<file path="src/rtl/core/decimal_to_roman_encoder_assert.svh">
// assertion macros shared by the roman numeral encoder modules
`ifndef DECIMAL_TO_ROMAN_ENCODER_ASSERT_SVH
`define DECIMAL_TO_ROMAN_ENCODER_ASSERT_SVH

// same-cycle implication, disabled while reset is held
`define D2R_ASSERT_IMP(lbl, clk, rst_n, ante, cons, msg) \
  lbl: assert property (@(posedge clk) disable iff (!rst_n) (ante) |-> (cons)) \
    else $error(msg);

// next-cycle implication, disabled while reset is held
`define D2R_ASSERT_NXT(lbl, clk, rst_n, ante, cons, msg) \
  lbl: assert property (@(posedge clk) disable iff (!rst_n) (ante) |=> (cons)) \
    else $error(msg);

`endif

</file>
<file path="src/rtl/core/d2r_pkg.sv">
// types, constants and the numeral table of the roman numeral encoder
`default_nettype none

package d2r_pkg;

  // field widths
  localparam int VAL_W = 12;
  localparam int LET_W = 7;

  // largest value that has a numeral
  localparam logic [VAL_W-1:0] MAX_VALUE = 12'd3999;

  // numeral table
  localparam int NENT  = 13;
  localparam int ENT_W = $clog2(NENT);

  // queue between front and back, depth is a power of two
  localparam int QDEPTH = 2;
  localparam int QPTR_W = $clog2(QDEPTH);
  localparam int QCNT_W = $clog2(QDEPTH + 1);

  // ascii letters
  localparam logic [LET_W-1:0] CH_NONE = 7'h00;
  localparam logic [LET_W-1:0] CH_I    = 7'h49;
  localparam logic [LET_W-1:0] CH_V    = 7'h56;
  localparam logic [LET_W-1:0] CH_X    = 7'h58;
  localparam logic [LET_W-1:0] CH_L    = 7'h4C;
  localparam logic [LET_W-1:0] CH_C    = 7'h43;
  localparam logic [LET_W-1:0] CH_D    = 7'h44;
  localparam logic [LET_W-1:0] CH_M    = 7'h4D;

  // weights in descending order
  localparam logic [VAL_W-1:0] WEIGHT [NENT] = '{
    12'd1000, 12'd900, 12'd500, 12'd400, 12'd100, 12'd90, 12'd50,
    12'd40, 12'd10, 12'd9, 12'd5, 12'd4, 12'd1
  };

  // leading letter of each entry
  localparam logic [LET_W-1:0] FIRST [NENT] = '{
    CH_M, CH_C, CH_D, CH_C, CH_C, CH_X, CH_L, CH_X, CH_X, CH_I, CH_V, CH_I, CH_I
  };

  // trailing letter of subtractive pairs, none for single letters
  localparam logic [LET_W-1:0] SECOND [NENT] = '{
    CH_NONE, CH_M, CH_NONE, CH_D, CH_NONE, CH_C, CH_NONE, CH_L, CH_NONE,
    CH_X, CH_NONE, CH_V, CH_NONE
  };

  // classified job handed from front to back
  typedef struct packed {
    logic             err;
    logic [VAL_W-1:0] value;
  } job_t;

endpackage

`default_nettype wire

</file>
<file path="src/rtl/core/d2r_if.sv">
// valid/ready channels for the input words and the letter words
`default_nettype none

interface d2r_in_if;
  logic                       valid;
  logic                       ready;
  logic [d2r_pkg::VAL_W-1:0]  value;

  modport source (output valid, output value, input ready);
  modport sink   (input valid, input value, output ready);
endinterface

interface d2r_out_if;
  logic                       valid;
  logic                       ready;
  logic [d2r_pkg::LET_W-1:0]  letter;
  logic                       last;
  logic                       error;

  modport source (output valid, output letter, output last, output error, input ready);
  modport sink   (input valid, input letter, input last, input error, output ready);
endinterface

`default_nettype wire

</file>
<file path="src/rtl/core/d2r_front.sv">
// front end: takes input words and flags values that have no numeral
`default_nettype none

module d2r_front (
  input  wire logic                      in_valid,
  input  wire logic [d2r_pkg::VAL_W-1:0] in_value,
  output logic                           in_ready,
  input  wire logic                      q_full,
  output logic                           push,
  output d2r_pkg::job_t                  push_job
);

  // accept whenever the queue has room
  assign in_ready = !q_full;
  assign push     = in_valid && !q_full;

  // range check: zero and values above the largest numeral are errors
  always_comb begin
    push_job.value = in_value;
    push_job.err   = (in_value == '0) || (in_value > d2r_pkg::MAX_VALUE);
  end

endmodule

`default_nettype wire

</file>
<file path="src/rtl/core/d2r_queue.sv">
// short queue of classified jobs between front and back
`default_nettype none

`include "decimal_to_roman_encoder_assert.svh"

module d2r_queue (
  input  wire logic          clk,
  input  wire logic          rst_n,
  input  wire logic          push,
  input  wire d2r_pkg::job_t push_job,
  output logic               full,
  input  wire logic          pop,
  output logic               head_valid,
  output d2r_pkg::job_t      head_job
);

  d2r_pkg::job_t                 mem_r [d2r_pkg::QDEPTH];
  logic [d2r_pkg::QPTR_W-1:0]    wr_ptr_r, wr_ptr_nxt;
  logic [d2r_pkg::QPTR_W-1:0]    rd_ptr_r, rd_ptr_nxt;
  logic [d2r_pkg::QCNT_W-1:0]    count_r, count_nxt;

  // status
  assign full       = (count_r == d2r_pkg::QCNT_W'(d2r_pkg::QDEPTH));
  assign head_valid = (count_r != '0);
  assign head_job   = mem_r[rd_ptr_r];

  // pointer and count update, pointers wrap at the power-of-two depth
  always_comb begin
    wr_ptr_nxt = push ? wr_ptr_r + 1'b1 : wr_ptr_r;
    rd_ptr_nxt = pop  ? rd_ptr_r + 1'b1 : rd_ptr_r;
    count_nxt  = count_r;
    if (push && !pop) begin
      count_nxt = count_r + 1'b1;
    end else if (pop && !push) begin
      count_nxt = count_r - 1'b1;
    end
  end

  // control registers
  always_ff @(posedge clk) begin
    if (!rst_n) begin
      wr_ptr_r <= '0;
      rd_ptr_r <= '0;
      count_r  <= '0;
    end else begin
      wr_ptr_r <= wr_ptr_nxt;
      rd_ptr_r <= rd_ptr_nxt;
      count_r  <= count_nxt;
    end
  end

  // storage
  always_ff @(posedge clk) begin
    if (push) begin
      mem_r[wr_ptr_r] <= push_job;
    end
  end

  // no overflow, no underflow
  `D2R_ASSERT_IMP(a_no_push_full, clk, rst_n, full, !push, "push into full queue")
  `D2R_ASSERT_IMP(a_no_pop_empty, clk, rst_n, pop, head_valid, "pop from empty queue")

endmodule

`default_nettype wire

</file>
<file path="src/rtl/core/d2r_back.sv">
// back end: greedy numeral walk, one letter word per cycle into the output register unless the output stalls
`default_nettype none

`include "decimal_to_roman_encoder_assert.svh"

module d2r_back (
  input  wire logic                      clk,
  input  wire logic                      rst_n,
  input  wire logic                      head_valid,
  input  wire d2r_pkg::job_t             head_job,
  output logic                           pop,
  output logic                           out_valid,
  input  wire logic                      out_ready,
  output logic [d2r_pkg::LET_W-1:0]      out_letter,
  output logic                           out_last,
  output logic                           out_error
);

  // job in progress
  logic                          busy_r, busy_nxt;
  logic                          sec_r, sec_nxt;
  logic [d2r_pkg::LET_W-1:0]     sec_let_r, sec_let_nxt;
  logic [d2r_pkg::VAL_W-1:0]     rest_r, rest_nxt;

  // output register
  logic                          out_valid_r, out_valid_nxt;
  logic [d2r_pkg::LET_W-1:0]     letter_r, letter_nxt;
  logic                          last_r, last_nxt;
  logic                          error_r, error_nxt;

  logic                          step;
  logic                          working;
  logic                          cur_err;
  logic [d2r_pkg::VAL_W-1:0]     cur_rest;
  logic [d2r_pkg::ENT_W-1:0]     sel;
  logic [d2r_pkg::VAL_W-1:0]     diff;
  logic                          pair;

  assign out_valid  = out_valid_r;
  assign out_letter = letter_r;
  assign out_last   = last_r;
  assign out_error  = error_r;

  // output register free or being emptied this cycle
  assign step    = !out_valid_r || out_ready;
  assign working = busy_r || head_valid;

  // a fresh job is worked on directly from the queue head
  assign cur_rest = busy_r ? rest_r : head_job.value;
  assign cur_err  = !busy_r && head_job.err;

  // largest table entry that fits the remainder
  always_comb begin
    sel = d2r_pkg::ENT_W'(d2r_pkg::NENT - 1);
    for (int i = d2r_pkg::NENT - 1; i >= 0; i--) begin
      if (cur_rest >= d2r_pkg::WEIGHT[i]) begin
        sel = d2r_pkg::ENT_W'(i);
      end
    end
  end

  assign diff = cur_rest - d2r_pkg::WEIGHT[sel];
  assign pair = (d2r_pkg::SECOND[sel] != d2r_pkg::CH_NONE);

  // next letter and job state
  always_comb begin
    busy_nxt      = busy_r;
    sec_nxt       = sec_r;
    sec_let_nxt   = sec_let_r;
    rest_nxt      = rest_r;
    out_valid_nxt = out_valid_r;
    letter_nxt    = letter_r;
    last_nxt      = last_r;
    error_nxt     = error_r;
    pop           = 1'b0;
    if (step) begin
      out_valid_nxt = working;
      if (working) begin
        pop = !busy_r;
        priority if (cur_err) begin
          letter_nxt = d2r_pkg::CH_NONE;
          last_nxt   = 1'b1;
          error_nxt  = 1'b1;
          busy_nxt   = 1'b0;
          sec_nxt    = 1'b0;
        end else if (busy_r && sec_r) begin
          letter_nxt = sec_let_r;
          last_nxt   = (rest_r == '0);
          error_nxt  = 1'b0;
          busy_nxt   = (rest_r != '0);
          sec_nxt    = 1'b0;
        end else begin
          letter_nxt  = d2r_pkg::FIRST[sel];
          last_nxt    = !pair && (diff == '0);
          error_nxt   = 1'b0;
          rest_nxt    = diff;
          sec_nxt     = pair;
          sec_let_nxt = d2r_pkg::SECOND[sel];
          busy_nxt    = pair || (diff != '0);
        end
      end
    end
  end

  // control registers
  always_ff @(posedge clk) begin
    if (!rst_n) begin
      busy_r      <= 1'b0;
      sec_r       <= 1'b0;
      out_valid_r <= 1'b0;
    end else begin
      busy_r      <= busy_nxt;
      sec_r       <= sec_nxt;
      out_valid_r <= out_valid_nxt;
    end
  end

  // payload registers
  always_ff @(posedge clk) begin
    sec_let_r <= sec_let_nxt;
    rest_r    <= rest_nxt;
    letter_r  <= letter_nxt;
    last_r    <= last_nxt;
    error_r   <= error_nxt;
  end

  // error word is a lone final word with no letter
  `D2R_ASSERT_IMP(a_err_word, clk, rst_n, out_valid_r && error_r,
    last_r && (letter_r == d2r_pkg::CH_NONE), "error word malformed")
  // a job in progress still has letters to give
  `D2R_ASSERT_IMP(a_busy_rest, clk, rst_n, busy_r && !sec_r, rest_r != '0,
    "busy with nothing left")
  // a pending second letter belongs to a job in progress
  `D2R_ASSERT_IMP(a_sec_busy, clk, rst_n, sec_r, busy_r, "second letter while idle")
  // a last word ends the job
  `D2R_ASSERT_NXT(a_last_idle, clk, rst_n, step && working && last_nxt, !busy_r,
    "job still busy after last word")

endmodule

`default_nettype wire

</file>
<file path="src/rtl/core/decimal_to_roman_encoder.sv">
// top level of the roman numeral encoder
`default_nettype none

// Converts each input word (value 1 to 3999) into its Roman numeral, sent as one
// ASCII letter per output word with last set on the final letter; a value of 0 or
// above 3999 gives a single word with error and last set and letter 0. A valid
// value gives 1 to 15 letter words (15 for 3888), an error value one word: the
// back end picks the largest fitting table entry and loads one letter into the
// output register each cycle it is free or emptied. A two-entry queue between the
// input side and the back end lets new words be taken while a numeral is being
// sent, and the output register is reloaded in the same cycle its word is taken.
module decimal_to_roman_encoder (
  input  wire logic clk,
  input  wire logic rst_n,
  d2r_in_if.sink    in_ch,
  d2r_out_if.source out_ch
);

  logic          q_full;
  logic          push;
  d2r_pkg::job_t push_job;
  logic          pop;
  logic          head_valid;
  d2r_pkg::job_t head_job;

  // classify incoming words
  d2r_front u_front (
    .in_valid (in_ch.valid),
    .in_value (in_ch.value),
    .in_ready (in_ch.ready),
    .q_full   (q_full),
    .push     (push),
    .push_job (push_job)
  );

  // job queue
  d2r_queue u_queue (
    .clk        (clk),
    .rst_n      (rst_n),
    .push       (push),
    .push_job   (push_job),
    .full       (q_full),
    .pop        (pop),
    .head_valid (head_valid),
    .head_job   (head_job)
  );

  // letter generation
  d2r_back u_back (
    .clk        (clk),
    .rst_n      (rst_n),
    .head_valid (head_valid),
    .head_job   (head_job),
    .pop        (pop),
    .out_valid  (out_ch.valid),
    .out_ready  (out_ch.ready),
    .out_letter (out_ch.letter),
    .out_last   (out_ch.last),
    .out_error  (out_ch.error)
  );

endmodule

`default_nettype wire

</file>
<file path="src/flat_wrapper.sv">
// flat-port wrapper written by rule: the top's interface ports become plain ports
module decimal_to_roman_encoder_flat 
  (clk, rst_n, in_ch_valid, in_ch_value, in_ch_ready, out_ch_valid, out_ch_letter, out_ch_last, out_ch_error, out_ch_ready);
  d2r_in_if in_ch_i ();
  d2r_out_if out_ch_i ();
  input  wire logic clk;
  input  wire logic rst_n;
  input wire logic [$bits(in_ch_i.valid)-1:0] in_ch_valid;
  input wire logic [$bits(in_ch_i.value)-1:0] in_ch_value;
  output wire logic [$bits(in_ch_i.ready)-1:0] in_ch_ready;
  output wire logic [$bits(out_ch_i.valid)-1:0] out_ch_valid;
  output wire logic [$bits(out_ch_i.letter)-1:0] out_ch_letter;
  output wire logic [$bits(out_ch_i.last)-1:0] out_ch_last;
  output wire logic [$bits(out_ch_i.error)-1:0] out_ch_error;
  input wire logic [$bits(out_ch_i.ready)-1:0] out_ch_ready;
  assign in_ch_i.valid = in_ch_valid;
  assign in_ch_i.value = in_ch_value;
  assign in_ch_ready = in_ch_i.ready;
  assign out_ch_valid = out_ch_i.valid;
  assign out_ch_letter = out_ch_i.letter;
  assign out_ch_last = out_ch_i.last;
  assign out_ch_error = out_ch_i.error;
  assign out_ch_i.ready = out_ch_ready;
  decimal_to_roman_encoder u_core (.clk(clk), .rst_n(rst_n), .in_ch(in_ch_i), .out_ch(out_ch_i));
endmodule
</file>
<file path="config.mk">
export PLATFORM = sky130hd
export DESIGN_NAME = decimal_to_roman_encoder_flat
export DESIGN_NICKNAME = d
export VERILOG_FILES = /design/src/rtl/core/d2r_pkg.sv /design/src/rtl/core/d2r_if.sv /design/src/rtl/core/d2r_front.sv /design/src/rtl/core/d2r_queue.sv /design/src/rtl/core/d2r_back.sv /design/src/rtl/core/decimal_to_roman_encoder.sv /design/src/flat_wrapper.sv
export VERILOG_INCLUDE_DIRS = /design/src /design/src/rtl/core
export SDC_FILE = /design/constraint.sdc
export NUM_CORES = 1
export LEC_CHECK = 0
export BUFFER_PORTS_ARGS = -buffer_cell sky130_fd_sc_hd__buf_4
export CAP_MARGIN = 30
export CORE_ASPECT_RATIO = 0.6
export CORE_MARGIN = 2
export CORE_UTILIZATION = 60
export DETAILED_ROUTE_END_ITERATION = 16
export PLACE_DENSITY = 0.91
export SYNTH_ARGS = -nofsm -noshare
export SYNTH_HDL_FRONTEND = slang
export SYNTH_HIERARCHICAL = 1
export SYNTH_SLANG_ARGS = --single-unit
</file>
<file path="constraint.sdc">
create_clock -name clk -period 7.5 [get_ports clk]
set_input_delay 0.75 -clock clk [delete_from_list [all_inputs] [get_ports clk]]
set_output_delay 0.75 -clock clk [all_outputs]
set_load 0.01 [all_outputs]
</file>
==> results of run 1 <==
cell usage after synthesis, drive strengths merged (4+ instances only):
| cell type | number |
|---|---|
| a21oi | 14 |
| a22oi | 6 |
| a31oi | 5 |
| and2 | 7 |
| buf | 21 |
| dfxtp | 8 |
| edfxtp | 52 |
| ha | 17 |
| inv | 14 |
| mux2 | 21 |
| mux2i | 5 |
| nand2 | 24 |
| nand2b | 5 |
| nand3 | 6 |
| nor2 | 19 |
| nor2b | 9 |
| nor3 | 6 |
| nor4 | 9 |
| o21a | 4 |
| o21ai | 19 |
| xnor2 | 7 |
| xor2 | 5 |
stage by stage:
stage	utilization	hold WS, ps	std cells
floorplan	-	461	342
global placement	0.645	478	432
detailed placement	0.646	494	433
CTS	0.673	502	449
global route	0.673	541	449
finish	0.673	499	449
registers in the layout, summed over array words and instances, names as in the netlist, named ones only:
register,flops
u_core/u_back/busy_r,1
u_core/u_back/out_last,1
u_core/u_back/sec_let_r,6
u_core/u_back/out_valid,1
u_core/u_queue/mem_r,26
u_core/u_queue/count_r,2
u_core/u_back/out_error,1
u_core/u_back/sec_r,1
u_core/u_queue/wr_ptr_r,1
u_core/u_back/out_letter,6
u_core/u_back/rest_r,12
u_core/u_queue/rd_ptr_r,1
cell type report:
class | instances | area share
sequential | 60 | 0.419
clock inverter | 2 | 0.00243
clock buffer | 14 | 0.0371
multi-input combinational | 247 | 0.452
timing repair buffer | 28 | 0.0511
inverter | 14 | 0.0128
tap | 84 | 0.0256
tightest hold or removal path: cells and delay by family, from the launching register on:
family,cells,cell delay [ps]
flops,1,320
compound gates,2,130
cell families (layout without fill, tap and decap cells):
logic type,after synthesis,in the layout,share of synthesized area
AO/OA/AOI/OAI,82,82,0.156
XOR/XNOR,12,12,0.0278
adder cells (fa/ha/maj),18,18,0.0615
buffers and inverters,35,58,0.0539
flip-flops,60,60,0.455
multiplexers,26,26,0.0757
other,1,1,0.000990
AND/OR/NAND/NOR,108,108,0.170
per-layer routing:
| metal | GRT usage | part of all wire | vias up |
|---|---|---|---|
| li1 | - | - | 1339 |
| met1 | 0.382 | 0.45 | 1347 |
| met2 | 0.393 | 0.42 | 157 |
| met3 | 0.0694 | 0.11 | 23 |
| met4 | 0.0779 | 0.017 | 0 |
| met5 | 0 | 0 | - |
how the worst max path moves through the flow:
stage / to / cells past startpoint / startpoint / slack, ps
floorplan: u_core/u_back/busy_r$_SDFFE_PN0P_ / 22 / flop / 2240
global placement: u_core/u_back/busy_r$_SDFFE_PN0P_ / 19 / flop / 1640
detailed placement: u_core/u_back/busy_r$_SDFFE_PN0P_ / 19 / flop / 1440
CTS: u_core/u_back/busy_r$_SDFFE_PN0P_ / 19 / flop / 1430
global route: u_core/u_back/busy_r$_SDFFE_PN0P_ / 21 / flop / 1000
finish: u_core/u_back/busy_r$_SDFFE_PN0P_ / 20 / flop / 1400
==> out/results.tsv, run 1 <==
stage	metric	value	unit
outcome	status	completed	
logic_synthesis	ys_seq_elements	60	
critical_path	critPathSlowestCell	dfxtp_1	
critical_path	crit_arrival	6330	ps
clock_tree	cts_setup_buffers	0	
critical_path	worstReg2RegEnd	u_core/u_back/busy_r$_SDFFE_PN0P_	
logic_synthesis	synth_cell_types	80	
drt	postRouteAntennaNets	0	
die	die_w	107	um
critical_path	crit_path_end_kind	flop	
grt	antenna_found_initial	0	
timing	hold_viol_final	0	
run	maxCapViolCount	0	
clock_tree	cts_tree	yes	
finish	n_fill_cell	466	
timing	period_share	0.813	
finish	fin_area	0.00411	mm2
placement	place.gp.congestion	0.930	
die	die_h	65.5	um
critical_path	crit_buf_inv	2	
critical_path	cp_max_fo	13	
drt	drt-wirelength-per-cell	18.9	um
critical_path	criticalPathCategory	reg2reg	
timing	clock_skew	6.36	ps
finish	drive_above_1_share	0.219	
timing	post-route-min-period	6100	ps
min_path	holdPathEnd	u_core/u_queue/count_r[1]$_SDFFE_PN0P_	
critical_path	rrSetupSlack	1400	ps
critical_path	required	7740	ps
logic_synthesis	synth_top_cell_area_share	0.412	
timing	setup_viol	0	
clock_tree	insertion_delay	340	ps
drt	drtIter0Drc	380	
min_path	hold_path_depth	2	
clock_tree	cts_root_buffer	clkbuf_8	
timing	final.setup.tns	0	ps
clock_tree	cts_buffer_depth	2	
grt	grt_pass1_vias	2717	
logic_synthesis	yosysWarnings	6	
finish	fin_nets	394	
drt	drc	0	
die	row_count	22	
logic_synthesis	yosysTopAreaCell	edfxtp_1	
timing	relSlewSlack	0.580	
clock_tree	cts_sinks	60	
placement	pre_cts_slack	1440	ps
logic_synthesis	synth_ff_type	edfxtp_1	
grt	gr-total-overflow	0	
critical_path	max_stage_delay	700	ps
finish	antenna_cells_inserted	0	
timing	fmax	0.164	GHz
placement	placed_area	0.00395	mm2
placement	io_buffers	25	
placement	hpwl	6540	um
logic_synthesis	synth.area.top_cells	edfxtp_1 (41%), mux2_2 (5.9%), ha_1 (5.6%), dfxtp_1 (4.2%), buf_4 (2.8%)	
clock_tree	cts_max_level	3	
die	start_util	0.620	
timing	rsz0062_at_grt	no	
die	coreArea	0.00611	mm2
logic_synthesis	netlist_area	0.00379	mm2
drt	drtPass1Iterations	5	
clock_tree	numCtsBuffers	9	
min_path	min_from	u_core/u_queue/count_r[1]$_SDFFE_PN0P_	
clock_tree	path_clk_slew	60	ps
critical_path	critical_path.top_delay_family	simple AND/OR/NAND/NOR gates	
logic_synthesis	synthArstFlopShare	0	
finish	syn_to_final_growth	8.63	%
timing	tightest_slew	630	ps
grt	grt_pass1_wl	13800	um
clock_tree	cts-resized-gates	0	
logic_synthesis	synth_area_per_cell	11.1	um2
grt	gr-usage-all-layers	0.265	
die	die_area	0.00698	mm2
logic_synthesis	synth-edff-count	52	
grt	grt_max_degree	30	
timing	slew_violations	0	
drt	via_per_inst	6.38	
critical_path	startpoint_type	flop	
finish	multi_input_area	0.00186	mm2
finish	final_cell_mix	edfxtp_1 (52), buf_4 (28), nand2_1 (22), mux2_2 (20), nor2_1 (18)	
critical_path	cp_cell_sequence	mux2_2, nor4_1, a21oi_1, o21a_1, o21ai_0, a21o_1, inv_1, ha_1, a21oi_1, ha_1, inv_1, fa_1, a211oi_2, o21ai_2, nand2_2, xnor2_1, or4b_1, or4_1, or4_1, o21a_1	
clock_tree	holdBufCountCts	0	
finish	mostFrequentLayoutCell	edfxtp_1	
timing	setup_ws	1400	ps
drt	routed_wl	8490	um
min_path	hold_class	reg2reg	
drt	dr_total_vias	2866	
critical_path	reg2reg_depth	20	
logic_synthesis	seq_area_frac_synth	0.455	
logic_synthesis	synth_fp_nets	376	
die	ioPinCount	27	
logic_synthesis	syn_inst	342	
finish	regArea	0.00172	mm2
Power of run 1 is left out: the tool's default activity adds up to more than one toggle a clock period on the data nets, which glitch-free logic cannot reach.
==> run 2: changes to the inputs <==
- ABC_AREA: default -> 1
- CORE_UTILIZATION: 60 -> 55
- PLACE_DENSITY: 0.91 -> 0.88
- clock period: 7.5 -> 5.6 ns (I/O delays scaled with it)
==> run 2 against run 1 <==
The run now ends with DRC left. Critical path depth is 12 higher. First-iteration DRC count shrank 4.7%. Critical endpoint is now u_core/u_back/out_last$_SDFFCE_PP1P_. Routed wire length increased by 2.7%. Worst hold slack worse by 79 ps. Largest cell class unchanged. Non-clock buffer count up 4. Sequential share of layout area is 2.5 points lower. Area after synthesis increased by 3.4%. Cell area up 6.4%. Clock skew is essentially flat. Utilization decreased by 2.9 points. Sequential cell count is the same.
==> out/results.tsv, run 2 <==
stage	metric	value	unit	change
critical_path	startpoint_type	flop		
clock_tree	cts_root_buffer	clkbuf_16		
die	die_h	69.4	um	+5.8%
critical_path	critical_path.top_delay_family	simple AND/OR/NAND/NOR gates		
critical_path	max_stage_delay	460	ps	-240 ps
timing	setup_ws	471	ps	-930 ps
outcome	violations	DRC		
drt	drt-wirelength-per-cell	15.5	um	-18%
timing	clock_skew	6.60	ps	+0.237 ps
critical_path	crit_arrival	5200	ps	-1130 ps
logic_synthesis	seq_area_frac_synth	0.440		-0.0151
die	die_w	113	um	+6.0%
logic_synthesis	yosysTopAreaCell	edfxtp_1		
die	coreArea	0.00679	mm2	+11%
logic_synthesis	yosysWarnings	6		unchanged
grt	grt_pass1_vias	2831		+4.2%
logic_synthesis	netlist_area	0.00392	mm2	+3.4%
placement	placed_area	0.00412	mm2	+4.2%
clock_tree	cts_tree	yes		
finish	syn_to_final_growth	11.7	%	
drt	drc	3		+3
clock_tree	cts_sinks	60		unchanged
timing	hold_viol_final	0		unchanged
min_path	hold_class	in2reg		
drt	routed_wl	8720	um	+2.7%
grt	gr-total-overflow	0		unchanged
finish	fin_nets	504		+28%
logic_synthesis	netlist_top_cells_count	nand2_1 (111), edfxtp_1 (52), inv_1 (52)		
timing	relSlewSlack	0.453		-0.127
timing	period_share	0.916		+0.103
finish	final_cell_mix	nand2_1 (111), inv_1 (52), edfxtp_1 (52), buf_4 (32), nor2_1 (30)		
die	start_util	0.577		-0.0429
critical_path	required	5670	ps	-2070 ps
finish	mostFrequentLayoutCell	nand2_1		
critical_path	cp_max_fo	11		-2
finish	n_fill_cell	540		+16%
grt	grt_pass1_wl	14200	um	+2.7%
finish	fin_area	0.00438	mm2	+6.4%
finish	antenna_cells_inserted	0		unchanged
die	row_count	23		+4.5%
drt	drtIter0Drc	362		-4.7%
drt	via_per_inst	5.42		-15%
logic_synthesis	ys_seq_elements	60		unchanged
critical_path	crit_path_end_kind	flop		
drt	postRouteAntennaNets	0		unchanged
drt	dr_total_vias	3038		+6.0%
placement	pre_cts_slack	368	ps	-1070 ps
logic_synthesis	synth.area.top_cells	edfxtp_1 (40%), nand2_1 (11%), ha_1 (5.4%), inv_1 (5.0%), dfxtp_1 (4.1%)		
timing	tightest_slew	820	ps	+191 ps
logic_synthesis	syn_inst	445		+30%
timing	fmax	0.195	GHz	+19%
clock_tree	cts_buffer_depth	2		unchanged
critical_path	critPathSlowestCell	dfxtp_2		
logic_synthesis	synthArstFlopShare	0		unchanged
clock_tree	holdBufCountCts	0		unchanged
logic_synthesis	synth_top_cell_area_share	0.399		-0.0137
finish	reg_top3	u_core/u_queue/mem_r x26, u_core/u_back/rest_r x12		
logic_synthesis	synth_fp_nets	479		+27%
finish	largest_reg_flops	26		unchanged
logic_synthesis	synth_cell_types	42		-48%
timing	post-route-min-period	5130	ps	-970 ps
logic_synthesis	synth_ff_type	edfxtp_1		
finish	postLayoutCoreUtil	0.644		-0.0288
placement	place.gp.congestion	0.956		+2.8%
drt	drtPass1Iterations	11		+6
clock_tree	numCtsBuffers	9		unchanged
timing	slew_violations	0		unchanged
die	ioPinCount	27		unchanged
finish	largest_register	u_core/u_queue/mem_r		
clock_tree	insertion_delay	330	ps	about the same
logic_synthesis	post-synth-top-count-cell	nand2_1		
timing	setup_viol	0		unchanged
grt	gr-usage-all-layers	0.236		-0.0289
clock_tree	cts_max_level	3		unchanged
placement	hpwl	6760	um	+3.4%
finish	drive_above_1_share	0.224		+0.00445
critical_path	crit_buf_inv	2		unchanged
grt	grt_max_degree	20		-33%
grt	antenna_found_initial	0		unchanged
die	die_area	0.00783	mm2	+12%
logic_synthesis	synth-edff-count	52		unchanged
timing	final.setup.tns	0	ps	unchanged
logic_synthesis	synth_area_per_cell	8.80	um2	-21%
placement	io_buffers	25		unchanged
critical_path	criticalPathCategory	reg2reg		
run	maxCapViolCount	0		unchanged
critical_path	crit_path_frequent_cell	nand2_1		
outcome	status	finished, violations left		
clock_tree	path_clk_slew	50	ps	about the same
timing	rsz0062_at_grt	no		
-- run 2: cell count changes after synthesis, sizes merged, moves of 9 or more --
cell   before  now
nor2b       9    0
nand2      24  125
nor2       19   38
inv        14   67
nand3       6   18
a21oi      14   25
-- run 2: cells by family (layout without fill, tap and decap cells) --
| kind of cell | count (synthesis) | in the layout | synth area share |
|---|---|---|---|
| flops | 60 | 60 | 0.440 |
| buf+inv | 88 | 117 | 0.108 |
| mux | 13 | 13 | 0.0470 |
| simple gates | 200 | 200 | 0.239 |
| xor+xnor | 10 | 10 | 0.0224 |
| other cells | 1 | 1 | 0.000958 |
| fa+ha+maj | 18 | 18 | 0.0594 |
| compound gates | 55 | 55 | 0.0840 |
-- run 2: metrics by stage --
step                      cells  hold WS (ps)
final                       561           421
after global routing        561           414
after CTS                   561           406
after detailed placement    546           458
after global placement      545           451
after floorplan             445           442
-- run 2: final cells by class --
| class | count | area [um2] | area share |
|---|---|---|---|
| clock buffers | 11 | 233 | 0.0532 |
| inverters | 70 | 268 | 0.0612 |
| well taps | 87 | 109 | 0.0249 |
| multi-input cells | 297 | 1790 | 0.408 |
| repair buffers | 32 | 240 | 0.0549 |
| flip-flops and latches | 60 | 1720 | 0.394 |
| clock inverters | 4 | 17.5 | 0.00400 |
-- run 2: layer usage --
metal / wire length, um / track usage / vias to the layer above
met2: 3560 / 0.322 / 167
met3: 1090 / 0.0848 / 6
met5: 0 / 0 / -
li1: - / - / 1496
met1: 4010 / 0.346 / 1369
met4: 67 / 0.0759 / 0
-- run 2: worst paths after layout --
check	startpoint	endpoint	slack, ps	cells past startpoint
hold reg to reg	u_core/u_back/sec_r$_SDFFE_PN0P_	u_core/u_back/sec_r$_SDFFE_PN0P_	470	2
setup / recovery	flop	u_core/u_back/out_last$_SDFFCE_PP1P_	470	32
setup reg to reg	flop	u_core/u_back/out_last$_SDFFCE_PP1P_	470	32
hold / removal	in_ch_value[4]	u_core/u_queue/mem_r[0][4]$_DFFE_PP_	420	1
-- run 2: repair_timing --
item                                    4_1_cts  5_1_grt
endpoints found under the setup margin        0        2
setup buffers                                 0        0
resized for setup                             0        3
Power of run 2 is left out for the same reason.
==> run 3: changes to the inputs <==
- PLACE_DENSITY: 0.88 -> 0.89
- SYNTH_HIERARCHICAL: 1 -> default
==> run 3 against run 2 <==
The run now ends clean. Final cell count down 2.1%. Count of clock-buffer cells in the layout unchanged. Worst hold slack got worse by 15 ps. Critical path depth is the same. Sequential share of layout area increased by 1.7 points. Register-to-register slack got worse by 130 ps. Non-clock buffer count is 3 lower. Sequential cell count unchanged. First-iteration DRC count fell by 13%. Critical endpoint is now u_core.u_back.busy_r$_SDFFE_PN0P_.
==> out/results.tsv, run 3 <==
stage	metric	value	unit	change
logic_synthesis	yosysWarnings	0		-6
grt	grt_pass1_wl	14300	um	+1.1%
logic_synthesis	synth_ff_type	edfxtp_1		
grt	gr-usage-all-layers	0.263		+0.0272
timing	slew_violations	0		unchanged
finish	fin_nets	491		-2.6%
grt	antenna_found_initial	0		unchanged
timing	rsz0062_at_grt	no		
outcome	status	completed		
critical_path	cp_max_fo	15		+4
logic_synthesis	synth_fp_nets	458		-4.4%
timing	fmax	0.190	GHz	-2.5%
drt	dr_total_vias	3114		+2.5%
timing	final.setup.tns	0	ps	unchanged
clock_tree	cts_tree	yes		
drt	drc	0		-3
logic_synthesis	syn_inst	424		-4.7%
logic_synthesis	ys_seq_elements	60		unchanged
finish	largest_reg_flops	26		unchanged
placement	dp.cells	533		-2.4%
drt	drt-wirelength-per-cell	16.2	um	+4.3%
clock_tree	holdBufCountCts	0		unchanged
timing	setup_viol	0		unchanged
logic_synthesis	netlist_area	0.00369	mm2	-5.9%
finish	reg_top3	u_core.u_queue.mem_r x26, u_core.u_back.rest_r x12		
critical_path	critPathSlowestCell	dfxtp_1		
timing	clock_skew	10.5	ps	+3.91 ps
critical_path	startpoint_type	flop		
grt	grt_pass1_vias	2881		+1.8%
die	start_util	0.559		-0.0173
clock_tree	numCtsBuffers	9		unchanged
logic_synthesis	seq_area_frac_synth	0.467		+0.0275
logic_synthesis	synth_top_cell_area_share	0.424		+0.0249
finish	drive_above_1_share	0.182		-0.0418
logic_synthesis	synthArstFlopShare	0		unchanged
critical_path	crit_path_end_kind	flop		
timing	post-route-min-period	5260	ps	+133 ps
placement	hpwl	7000	um	+3.4%
timing	period_share	0.940		+0.0237
timing	tightest_slew	1010	ps	+189 ps
finish	syn_to_final_growth	13.7	%	
finish	n_fill_cell	537		-0.56%
critical_path	required	5840	ps	+170 ps
finish	final_cell_mix	nand2_1 (98), edfxtp_1 (52), inv_1 (41), nor2_1 (35), buf_4 (27)		
die	row_count	23		unchanged
drt	via_per_inst	5.67		+4.7%
clock_tree	cts_sinks	60		unchanged
clock_tree	cts_max_level	3		unchanged
placement	placed_area	0.00398	mm2	-3.4%
drt	postRouteAntennaNets	0		unchanged
timing	hold_viol_final	0		unchanged
finish	mostFrequentLayoutCell	nand2_1		
drt	drtPass1Iterations	5		-6
logic_synthesis	synth_cell_types	45		+7.1%
clock_tree	cts_root_buffer	clkbuf_8		
logic_synthesis	synth-edff-count	52		unchanged
critical_path	max_stage_delay	680	ps	+220 ps
drt	drtIter0Drc	316		-13%
clock_tree	cts-resized-gates	0		unchanged
die	die_h	67.4	um	-2.8%
die	die_w	110	um	-2.9%
logic_synthesis	synth_area_per_cell	8.69	um2	-1.2%
critical_path	crit_path_frequent_cell	nand2_1		
die	coreArea	0.00659	mm2	-3.0%
grt	gr-total-overflow	0		unchanged
placement	io_buffers	25		unchanged
clock_tree	cts_setup_buffers	0		unchanged
run	maxCapViolCount	0		unchanged
logic_synthesis	yosysTopAreaCell	edfxtp_1		
finish	layout.cells.non_filler	549		-2.1%
die	ioPinCount	27		unchanged
logic_synthesis	synth.area.top_cells	edfxtp_1 (42%), nand2_1 (10%), ha_1 (5.8%), dfxtp_1 (4.3%), inv_1 (4.2%)		
min_path	hold_class	in2reg		
die	die_area	0.00739	mm2	-5.6%
clock_tree	cts_buffer_depth	2		unchanged
timing	relSlewSlack	0.322		-0.131
finish	antenna_cells_inserted	0		unchanged
grt	grt_max_degree	28		+40%
finish	largest_register	u_core.u_queue.mem_r		
critical_path	criticalPathCategory	reg2reg		
logic_synthesis	netlist_top_cells_count	nand2_1 (98), edfxtp_1 (52), inv_1 (41)		
clock_tree	insertion_delay	350	ps	+20 ps
clock_tree	path_clk_slew	70	ps	+20 ps
critical_path	crit_arrival	5500	ps	+300 ps
finish	fin_area	0.00419	mm2	-4.2%
placement	place.gp.congestion	0.968		+1.2%
logic_synthesis	post-synth-top-count-cell	nand2_1		
drt	routed_wl	8900	um	+2.0%
==> run 3: cell types whose count changed after synthesis, sizes merged, moves of 2 or more <==
| cell | delta |
|---|---|
| inv | -17 |
| nand2 | -11 |
| mux2 | -13 |
| xor2 | +3 |
| nand3 | +10 |
| or2 | +12 |
| o2111ai | +2 |
| o21ai | +2 |
| buf | -11 |
==> run 3: metrics by stage <==
| stage | hold WS (ps) | util | worst slack (ps) |
|---|---|---|---|
| 6_report | 406 | 0.636 | 338 |
| 5_1_grt | 400 | 0.636 | 11.6 |
| 4_1_cts | 394 | 0.636 | 453 |
| 3_5_place_dp | 478 | 0.603 | 461 |
| 3_3_place_gp | 457 | 0.600 | 631 |
| 2_1_floorplan | 446 | - | 1540 |
==> run 3: final cells by class <==
| class | count | area, um2 | area share |
|---|---|---|---|
| Clock buffer | 11 | 141 | 0.0337 |
| Inverter | 53 | 199 | 0.0474 |
| Sequential cell | 60 | 1720 | 0.411 |
| Clock inverter | 5 | 75.1 | 0.0179 |
| Timing Repair Buffer | 29 | 225 | 0.0537 |
| Multi-Input combinational cell | 304 | 1720 | 0.411 |
| Tap cell | 87 | 109 | 0.0260 |
==> run 3: kinds of logic (layout without fill, tap and decap cells) <==
logic type	Yosys count	count (layout)	share of synthesized area
adder cells (fa/ha/maj)	18	18	0.0631
other	1	1	0.00102
XOR/XNOR	12	12	0.0285
AO/OA/AOI/OAI	60	60	0.0988
buffers and inverters	60	98	0.0672
flip-flops	60	60	0.467
AND/OR/NAND/NOR	213	213	0.274
==> run 3: final timing paths <==
path,from,end,slack (ps),cells past startpoint
max reg2reg,flop,u_core.u_back.busy_r$_SDFFE_PN0P_,340,32
max,flop,u_core.u_back.busy_r$_SDFFE_PN0P_,340,32
min,in_ch_value[2],u_core.u_queue.mem_r[0][2]$_DFFE_PP_,410,1
min reg2reg,u_core.u_back.sec_r$_SDFFE_PN0P_,u_core.u_back.sec_r$_SDFFE_PN0P_,480,2
==> run 3: critical path: cells and delay by family, from the launching register on <==
kind	cells	cell delay [ps]
flip-flops	1	680
AND/OR/NAND/NOR	17	1850
adder cells (fa/ha/maj)	3	920
XOR/XNOR	1	170
buffers and inverters	4	520
AO/OA/AOI/OAI	7	1030
==> run 3: metal layers <==
layer | vias to the layer above | track usage | wire, um
li1 | 1487 | - | -
met1 | 1436 | 0.387 | 4250
met2 | 176 | 0.380 | 3540
met3 | 15 | 0.0743 | 985
met4 | 0 | 0.0696 | 126
met5 | - | 0 | 0
Power of run 3 is left out for the same reason.
